===== src/rtl/smf_pkg.sv =====
// ----------------------------------------------------------------------------
// smf_pkg: shared types and constants of the substring match finder
// field widths, register indexes, stream packing and cell control
// ----------------------------------------------------------------------------
`default_nettype none

package smf_pkg;

  localparam int unsigned BYTE_W     = 8;
  localparam int unsigned LEN_W      = 6;   // pattern_length register
  localparam int unsigned IDX_W      = 5;   // byte index into the 32 byte pattern
  localparam int unsigned START_W    = 16;
  localparam int unsigned CFG_DATA_W = 64;
  localparam int unsigned CFG_IDX_W  = 3;
  localparam int unsigned PAT_WORDS  = 4;
  localparam int unsigned PAT_BITS   = PAT_WORDS * CFG_DATA_W;

  // register indexes
  localparam logic [CFG_IDX_W-1:0] CFG_PATTERN_LENGTH   = 3'd0;
  localparam logic [CFG_IDX_W-1:0] CFG_PATTERN_LOW      = 3'd1;
  localparam logic [CFG_IDX_W-1:0] CFG_PATTERN_MID_LOW  = 3'd2;
  localparam logic [CFG_IDX_W-1:0] CFG_PATTERN_MID_HIGH = 3'd3;
  localparam logic [CFG_IDX_W-1:0] CFG_PATTERN_HIGH     = 3'd4;

  // stream packing
  localparam int unsigned IN_TDATA_W    = BYTE_W;
  localparam int unsigned OUT_FIELDS_W  = 1 + START_W + 1;
  localparam int unsigned OUT_TDATA_W   = 24;
  localparam int unsigned OUT_PAD_W     = OUT_TDATA_W - OUT_FIELDS_W;
  localparam int unsigned OUT_FOUND_BIT = 0;
  localparam int unsigned OUT_START_LSB = 1;
  localparam int unsigned OUT_OVF_BIT   = OUT_START_LSB + START_W;

  typedef struct packed {
    logic shift;   // item accepted, cell 0 takes the input byte, every other cell its neighbor's
    logic active;  // cell lies inside the current pattern length
  } smf_cell_ctrl_t;

  typedef struct packed {
    logic               match_found;
    logic [START_W-1:0] match_start;
    logic               position_overflow;
    logic               text_done;
  } smf_result_t;

endpackage

`default_nettype wire


===== src/rtl/substring_match_finder.sv =====
// ----------------------------------------------------------------------------
// substring_match_finder: streaming pattern search over a byte stream
// a row of compare cells finds every match, overlaps included, of a
// configured pattern of 1 to MAX_PATTERN_BYTES bytes
// ----------------------------------------------------------------------------
// the result of an item is registered into the output register, or into the skid entry while the output stalls
// one item per cycle while s_axis_tready is high, the cell row shifting once per item
// a skid entry takes one more item while a result waits, then tready drops
// reset: pattern length 1, pattern bytes zero, cells zero, position zero
// no clearing pass, the block takes items right after reset
`default_nettype none

module substring_match_finder #(
  parameter int unsigned MAX_PATTERN_BYTES = 32,
  parameter int unsigned MAX_TEXT_LENGTH   = 65536
) (
  input  logic                              clk_i,
  input  logic                              rst_ni,
  // input items
  input  logic                              s_axis_tvalid,
  output logic                              s_axis_tready,
  input  logic [smf_pkg::IN_TDATA_W-1:0]    s_axis_tdata,   // [7:0] text_byte
  input  logic                              s_axis_tlast,   // end_of_text
  // result items
  output logic                              m_axis_tvalid,
  input  logic                              m_axis_tready,
  // [0] match_found, [16:1] match_start, [17] position_overflow, [23:18] zero
  output logic [smf_pkg::OUT_TDATA_W-1:0]   m_axis_tdata,
  output logic                              m_axis_tlast,   // text_done
  // configuration writes
  input  logic                              cfg_we_i,
  input  logic [smf_pkg::CFG_IDX_W-1:0]     cfg_idx_i,
  input  logic [smf_pkg::CFG_DATA_W-1:0]    cfg_data_i
);
  import smf_pkg::*;

  localparam int unsigned POS_W = $clog2(MAX_TEXT_LENGTH + 1);

  // configuration registers
  logic [LEN_W-1:0]                      len_q;
  logic [PAT_WORDS-1:0][CFG_DATA_W-1:0]  pat_q;
  logic [PAT_BITS-1:0]                   pat_flat;

  always_ff @(posedge clk_i or negedge rst_ni) begin
    if (!rst_ni) begin
      len_q <= LEN_W'(1);
      pat_q <= '0;
    end else if (cfg_we_i) begin
      case (cfg_idx_i)
        CFG_PATTERN_LENGTH:   len_q    <= cfg_data_i[LEN_W-1:0];
        CFG_PATTERN_LOW:      pat_q[0] <= cfg_data_i;
        CFG_PATTERN_MID_LOW:  pat_q[1] <= cfg_data_i;
        CFG_PATTERN_MID_HIGH: pat_q[2] <= cfg_data_i;
        CFG_PATTERN_HIGH:     pat_q[3] <= cfg_data_i;
        default: ;  // writes past the register list are dropped
      endcase
    end
  end

  assign pat_flat = pat_q;

  // length in use: zero acts as one, large values clamp to the cell count
  logic [LEN_W-1:0] eff_len;
  logic [IDX_W-1:0] len_m1;

  always_comb begin
    if (len_q == '0) begin
      eff_len = LEN_W'(1);
    end else if (len_q > LEN_W'(MAX_PATTERN_BYTES)) begin
      eff_len = LEN_W'(MAX_PATTERN_BYTES);
    end else begin
      eff_len = len_q;
    end
  end

  assign len_m1 = IDX_W'(eff_len - LEN_W'(1));

  // handshake and skid stage state
  logic        in_acc;
  smf_result_t out_q, skid_q, res;
  logic        out_valid_q, skid_valid_q;

  assign s_axis_tready = !skid_valid_q;
  assign in_acc        = s_axis_tvalid && s_axis_tready;

  // compare row: cell 0 sees the incoming byte, cell k compares with
  // pattern byte len-1-k, so the row lines the pattern up with its last byte
  logic [MAX_PATTERN_BYTES-1:0][BYTE_W-1:0] chain_in;
  logic [MAX_PATTERN_BYTES-1:0][BYTE_W-1:0] chain_q;
  logic [MAX_PATTERN_BYTES-1:0]             hit;

  for (genvar k = 0; k < MAX_PATTERN_BYTES; k++) begin : g_cell
    localparam logic [IDX_W-1:0] CellIdx = IDX_W'(k);
    smf_cell_ctrl_t   ctrl;
    logic [IDX_W-1:0] sel;

    if (k == 0) begin : g_head
      assign chain_in[k] = s_axis_tdata[BYTE_W-1:0];
    end else begin : g_link
      assign chain_in[k] = chain_q[k-1];
    end

    assign sel         = len_m1 - CellIdx;
    assign ctrl.shift  = in_acc;
    assign ctrl.active = (CellIdx <= len_m1);

    smf_cell u_cell (
      .clk_i      (clk_i),
      .rst_ni     (rst_ni),
      .ctrl_i     (ctrl),
      .byte_i     (chain_in[k]),
      .pat_byte_i (pat_flat[sel*BYTE_W +: BYTE_W]),
      .byte_o     (chain_q[k]),
      .hit_o      (hit[k])
    );
  end

  // position inside the current text, saturates at the maximum length
  logic [POS_W-1:0] pos_q;
  logic             overflow;
  logic             long_enough;
  logic             found;

  assign overflow    = (pos_q == POS_W'(MAX_TEXT_LENGTH));
  // a match needs len bytes of this text, older texts never contribute
  assign long_enough = (pos_q >= POS_W'(len_m1));
  assign found       = (&hit) && !overflow && long_enough;

  always_ff @(posedge clk_i or negedge rst_ni) begin
    if (!rst_ni) begin
      pos_q <= '0;
    end else if (in_acc) begin
      if (s_axis_tlast) begin
        pos_q <= '0;
      end else if (!overflow) begin
        pos_q <= pos_q + POS_W'(1);
      end
    end
  end

  always_comb begin
    res.match_found       = found;
    res.match_start       = found ? (START_W'(pos_q) - START_W'(len_m1)) : '0;
    res.position_overflow = overflow;
    res.text_done         = s_axis_tlast;
  end

  // output register plus skid entry: a new item lands in the skid entry
  // when the output holds a result that is not taken this cycle
  always_ff @(posedge clk_i or negedge rst_ni) begin
    if (!rst_ni) begin
      out_valid_q  <= 1'b0;
      skid_valid_q <= 1'b0;
    end else if (!out_valid_q || m_axis_tready) begin
      if (skid_valid_q) begin
        out_valid_q  <= 1'b1;
        skid_valid_q <= 1'b0;
      end else begin
        out_valid_q  <= in_acc;
      end
    end else if (in_acc) begin
      skid_valid_q <= 1'b1;
    end
  end

  always_ff @(posedge clk_i) begin
    if (!out_valid_q || m_axis_tready) begin
      if (skid_valid_q) begin
        out_q <= skid_q;
      end else if (in_acc) begin
        out_q <= res;
      end
    end else if (in_acc) begin
      skid_q <= res;
    end
  end

  assign m_axis_tvalid = out_valid_q;
  assign m_axis_tdata  = {{OUT_PAD_W{1'b0}}, out_q.position_overflow,
                          out_q.match_start, out_q.match_found};
  assign m_axis_tlast  = out_q.text_done;

endmodule

`default_nettype wire


===== src/rtl/smf_cell.sv =====
// ----------------------------------------------------------------------------
// smf_cell: one cell of the compare row
// holds one recent text byte, passes it on and compares the incoming one
// ----------------------------------------------------------------------------
`default_nettype none

module smf_cell (
  input  logic                          clk_i,
  input  logic                          rst_ni,
  input  smf_pkg::smf_cell_ctrl_t       ctrl_i,
  input  logic [smf_pkg::BYTE_W-1:0]    byte_i,
  input  logic [smf_pkg::BYTE_W-1:0]    pat_byte_i,
  output logic [smf_pkg::BYTE_W-1:0]    byte_o,
  output logic                          hit_o
);
  import smf_pkg::*;

  logic [BYTE_W-1:0] byte_q;

  always_ff @(posedge clk_i or negedge rst_ni) begin
    if (!rst_ni) begin
      byte_q <= '0;
    end else if (ctrl_i.shift) begin
      byte_q <= byte_i;
    end
  end

  // cells past the pattern end never block a match
  assign hit_o  = !ctrl_i.active || (byte_i == pat_byte_i);
  assign byte_o = byte_q;

endmodule

`default_nettype wire


===== config.mk =====
export PLATFORM = sky130hd
export DESIGN_NAME = substring_match_finder
export DESIGN_NICKNAME = d
export VERILOG_FILES = /design/src/rtl/smf_pkg.sv /design/src/rtl/substring_match_finder.sv /design/src/rtl/smf_cell.sv
export SDC_FILE = /design/constraint.sdc
export NUM_CORES = 2
export LEC_CHECK = 0
export BUFFER_PORTS_ARGS = -buffer_cell sky130_fd_sc_hd__buf_2
export CAP_MARGIN = 15
export CORE_MARGIN = 1.5
export CORE_UTILIZATION = 50
export DETAILED_ROUTE_END_ITERATION = 16
export PLACE_DENSITY = 0.77
export SLEW_MARGIN = 20
export SYNTH_ARGS = -nofsm -noshare
export SYNTH_HDL_FRONTEND = slang
export SYNTH_SLANG_ARGS = --single-unit

===== constraint.sdc =====
create_clock -name clk_i -period 8.3 [get_ports clk_i]
set_input_delay 0.415 -clock clk_i [delete_from_list [all_inputs] [get_ports clk_i]]
set_output_delay 0.415 -clock clk_i [all_outputs]
set_load 0.1 [all_outputs]

==> results.sh <==
export IMPL_cts_tree="done"
export IMPL_drv_cap=0
export IMPL_drive_gt1_share_pct=23.74
export IMPL_setup_tns_final_ns=0
export IMPL_power_density_mw_per_mm2=524.3
export IMPL_grt_pass1_wl_um=373000
export IMPL_r2r_cells=20
export IMPL_finalCriticalPeriod_ns=7.935
export IMPL_path_clk_slew_ns=0.07
export IMPL_critical_path_max_fanout=73
export IMPL_grt_util_met3_pct=17.62
export IMPL_worstSetupPathType="reg2reg"
export IMPL_num_vias=50585
export IMPL_clk_insertion_delay_late_ns=0.69
export IMPL_seq_area_frac_synth_pct=28.29
export IMPL_reg2reg_setup_slack_ns=0.37
export IMPL_r2r_end="m_axis_tdata[4]$_DFFE_PP_"
export IMPL_htreeDepth=3
export IMPL_place_ws_ns=0.7800
export IMPL_ios=108
export IMPL_core_area_mm2=0.1004
export IMPL_nFillCells=8859
export IMPL_worstSetupEndpointType="flip-flop"
export IMPL_critPathSlowestCell="a222oi_1"
export IMPL_overflow=0
export IMPL_slew_headroom_pct=12.29
export IMPL_gp_congestion=1.171
export IMPL_dieArea_mm2=0.1036
export IMPL_switchingPower_w=0.01653
export IMPL_clock_skew_ns=0.04256
export IMPL_cts_repair_resized=0
export IMPL_fmax_mhz=126.0
export IMPL_synth_warnings=0
export IMPL_async_reset_ff_share_pct=93.30
export IMPL_critPathBufInv=5
export IMPL_drt_wirelength_per_cell_um=40.39
export IMPL_crit_required_ns=8.76
export IMPL_ir_drop_mv=0.3218
export IMPL_busiest_layer="met2"
export IMPL_internal_power_w=0.01281
export IMPL_rsz0062_at_grt="no"
export IMPL_holdPathStages=3
export IMPL_rows=116
export IMPL_power_frac_seq_pct=17.9
export IMPL_start_util_pct=50.61
export IMPL_drt_first_pass_iters=7
export IMPL_worst_endpoint_arrival_ns=8.39
export IMPL_die_x_um=321.8
export IMPL_critPathMostFrequentCell="buf_12"
export IMPL_viasPerCell=7.568
export IMPL_drt_total_wl_um=270000
export IMPL_synth_area_mm2=0.05083
export IMPL_synth_cell_types=107
export IMPL_p_comb_share_pct=70.4
export IMPL_worst_slew_pin_slew_ns=1.314
export IMPL_timing_rr_start="len_q[2]$_DFFE_PN0P_"
export IMPL_drtIter0Drc=9205
export IMPL_setup_slack_ns=0.3651
export IMPL_post_dp_hpwl_um=205500
export IMPL_leakagePower_nw=22.77
export IMPL_antenna_found_initial=26
export IMPL_ys_seq_elements=567
export IMPL_crit_path_start_kind="flip-flop"
export IMPL_synthCells=5353
export IMPL_outcome="finished clean"
export IMPL_critPathMaxStageDelay_ns=0.80
export IMPL_die_h_um=321.8
export IMPL_post_route_util_pct=55.72
export IMPL_critPathTopFamily="compound AO/OA/AOI/OAI gates"
export IMPL_io_buffers=101
export IMPL_area_growth_pct=10.12
export IMPL_cts_sinks=567
export IMPL_grt_max_degree=155
export IMPL_grt_use_total_pct=51.05
export IMPL_hp_start="cfg_data_i[33]"
export IMPL_ant_nets=0
export IMPL_total_power_w=0.02934
export IMPL_fin_crit_sh_pct=95.60
export IMPL_synth_edff_count=38
export IMPL_cts_buffers=71
export IMPL_synth_ff_type="dfrtp_1"
export IMPL_slew_violations=0
export IMPL_use_met1_pct=67.62
export IMPL_pwr_share_clk_pct=11.7
export IMPL_worstHoldEndpoint="pat_flat[225]$_DFFE_PN0P_"
export IMPL_drc=0
export IMPL_fin_nets=5347
export IMPL_switching_share_pct=56.33
export IMPL_cts_root_buf="clkbuf_16"
export IMPL_worstPathCellList="or4_4 > o21ai_2 > inv_1 > ha_4 > buf_12 > buf_12 > mux2_2 > o221ai_1 > o2bb2ai_1 > a21oi_1 > xor2_1 > nand4_1 > o21ai_1 > a31oi_1 > or4_1 > a222oi_1 > buf_4 > nand4_2 > buf_12 > o41ai_1"
export IMPL_setup_violations=0
export IMPL_clockBufferDepth=3
export IMPL_use_met2_pct=70.42
export IMPL_syn_area_per_cell_um2=9.495
export IMPL_grt_pass1_vias=46040
export IMPL_hold_viol=0
export IMPL_worst_hold_path_type="in2reg"
-- metal layers --
metal	share of wire (%)	routed length, um
met3	14	37190
met5	0.034	91
met4	7.9	21330
met1	39	104200
met2	40	107200
-- area by class of cell --
cell class	count	area (um2)	share of cell area [%]
multi-input cells	4166	34260	61.22
flip-flops and latches	567	14390	25.71
repair buffers	354	2710	4.842
clock buffers	84	1907	3.407
well taps	1357	1698	3.034
clock inverters	47	608.1	1.086
inverters	90	342.8	0.6126
diodes	19	47.55	0.08495
-- kinds of logic (layout without fill, tap and decap cells) --
kind of cell	Yosys count	in the layout	synth area share (%)
buf+inv	625	575	5.219
flops	567	567	28.29
xor+xnor	481	481	8.289
fa+ha+maj	17	17	0.4283
simple gates	1253	1253	12.98
compound gates	1235	1235	18.28
other cells	1	25	0.007378
mux	1174	1174	26.51
-- state kept, by name, summed over array words and instances, names as in the netlist --
| name | cells |
|---|---|
| pos_q | 17 |
| len_q | 6 |
| pat_flat | 256 |
| g_cell.u_cell.byte_o | 248 |
| m_axis_tdata | 18 |
| m_axis_tlast | 1 |
| skid_valid_q | 1 |
| m_axis_tvalid | 1 |
| skid_q | 19 |
-- Yosys cell counts, types with 63 or more instances --
master | count | share of area, %
nand3_1 | 198 | 1.9
o22ai_1 | 133 | 1.6
xor2_1 | 200 | 3.4
mux4_2 | 82 | 3.6
clkbuf_1 | 303 | 2.2
nor3_1 | 105 | 1.0
nand2_1 | 274 | 2.0
a221oi_1 | 63 | 1.1
buf_2 | 148 | 1.5
o21ai_0 | 175 | 1.7
a21oi_1 | 123 | 1.2
a2bb2oi_1 | 93 | 1.6
nand4_1 | 69 | 0.85
o211ai_1 | 70 | 1.0
nor2_1 | 260 | 1.9
a22oi_1 | 66 | 0.97
xnor2_1 | 281 | 4.8
dfrtp_1 | 528 | 26
mux2_2 | 557 | 12
mux2i_1 | 535 | 11
o221ai_1 | 94 | 1.6
inv_1 | 82 | 0.61
-- metrics by stage --
step | hold WS, ns | instances | instance area [um2]
after floorplan | 0.1194 | 5358 | 50850
after global placement | 0.4306 | 6520 | 53140
after detailed placement | 0.4394 | 6521 | 53180
after CTS | 0.001033 | 6662 | 55800
after global routing | 0.02426 | 6667 | 55920
final | 0.01611 | 6684 | 55970
-- timing repair --
| item | CTS | global route |
|---|---|---|
| setup buffers | 0 | 0 |
| endpoints found under the hold margin | 82 | 0 |
| hold buffers | 10 | 0 |
-- power groups by stage --
| stage | sequential (W) | combinational [W] | clock [W] |
|---|---|---|---|
| after CTS | 0.00512 | 0.0196 | 0.00344 |
| after global placement | 0.00514 | 0.0195 | 0 |
| final | 0.00525 | 0.0207 | 0.00344 |
| after floorplan | 0.00423 | 0.0124 | 0 |
| after global routing | 0.00524 | 0.0209 | 0.00354 |
| after detailed placement | 0.00516 | 0.0195 | 0 |
-- worst register-to-register path, delay by kind of cell (launching register included) --
family	cells	cell delay, ns
xor gates and xnor gates	1	0.26
muxes	1	0.44
buffers and inverters	5	1.41
DFF	1	0.55
adders and majority gates	1	0.49
and+or+nand+nor	4	1.69
AOI/OAI and AO/OA	8	2.87
-- layout by cell type, fill, tap and decap left out, types with 63 or more instances in the layout --
cell type / count
a221oi_1: 63
o221ai_1: 94
xor2_1: 200
buf_2: 100
nand3_1: 197
nand2_1: 271
o211ai_1: 70
inv_1: 81
dfrtp_1: 526
mux2i_1: 534
xnor2_1: 275
a22oi_1: 66
nand4_1: 69
nor3_1: 103
mux2_2: 557
buf_4: 222
mux4_2: 82
o22ai_1: 130
o21ai_0: 173
a21oi_1: 122
clkbuf_16: 72
a2bb2oi_1: 93
nor2_1: 256
-- worst max-delay path by stage --
stage	from	endpoint	slack, ns	cells past startpoint
finish	len_q[2]$_DFFE_PN0P_	m_axis_tdata[4]$_DFFE_PP_	0.37	20
global route	len_q[2]$_DFFE_PN0P_	m_axis_tdata[4]$_DFFE_PP_	0.41	20
CTS	len_q[1]$_DFFE_PN0P_	m_axis_tdata[4]$_DFFE_PP_	0.79	20
detailed placement	len_q[1]$_DFFE_PN0P_	m_axis_tdata[4]$_DFFE_PP_	0.78	20
global placement	len_q[1]$_DFFE_PN0P_	skid_q[14]$_DFFE_PP_	0.84	21
floorplan	len_q[5]$_DFFE_PN0P_	m_axis_tdata[10]$_DFFE_PP_	1.37	29
Note: power is estimated with default switching activity, not from simulation.
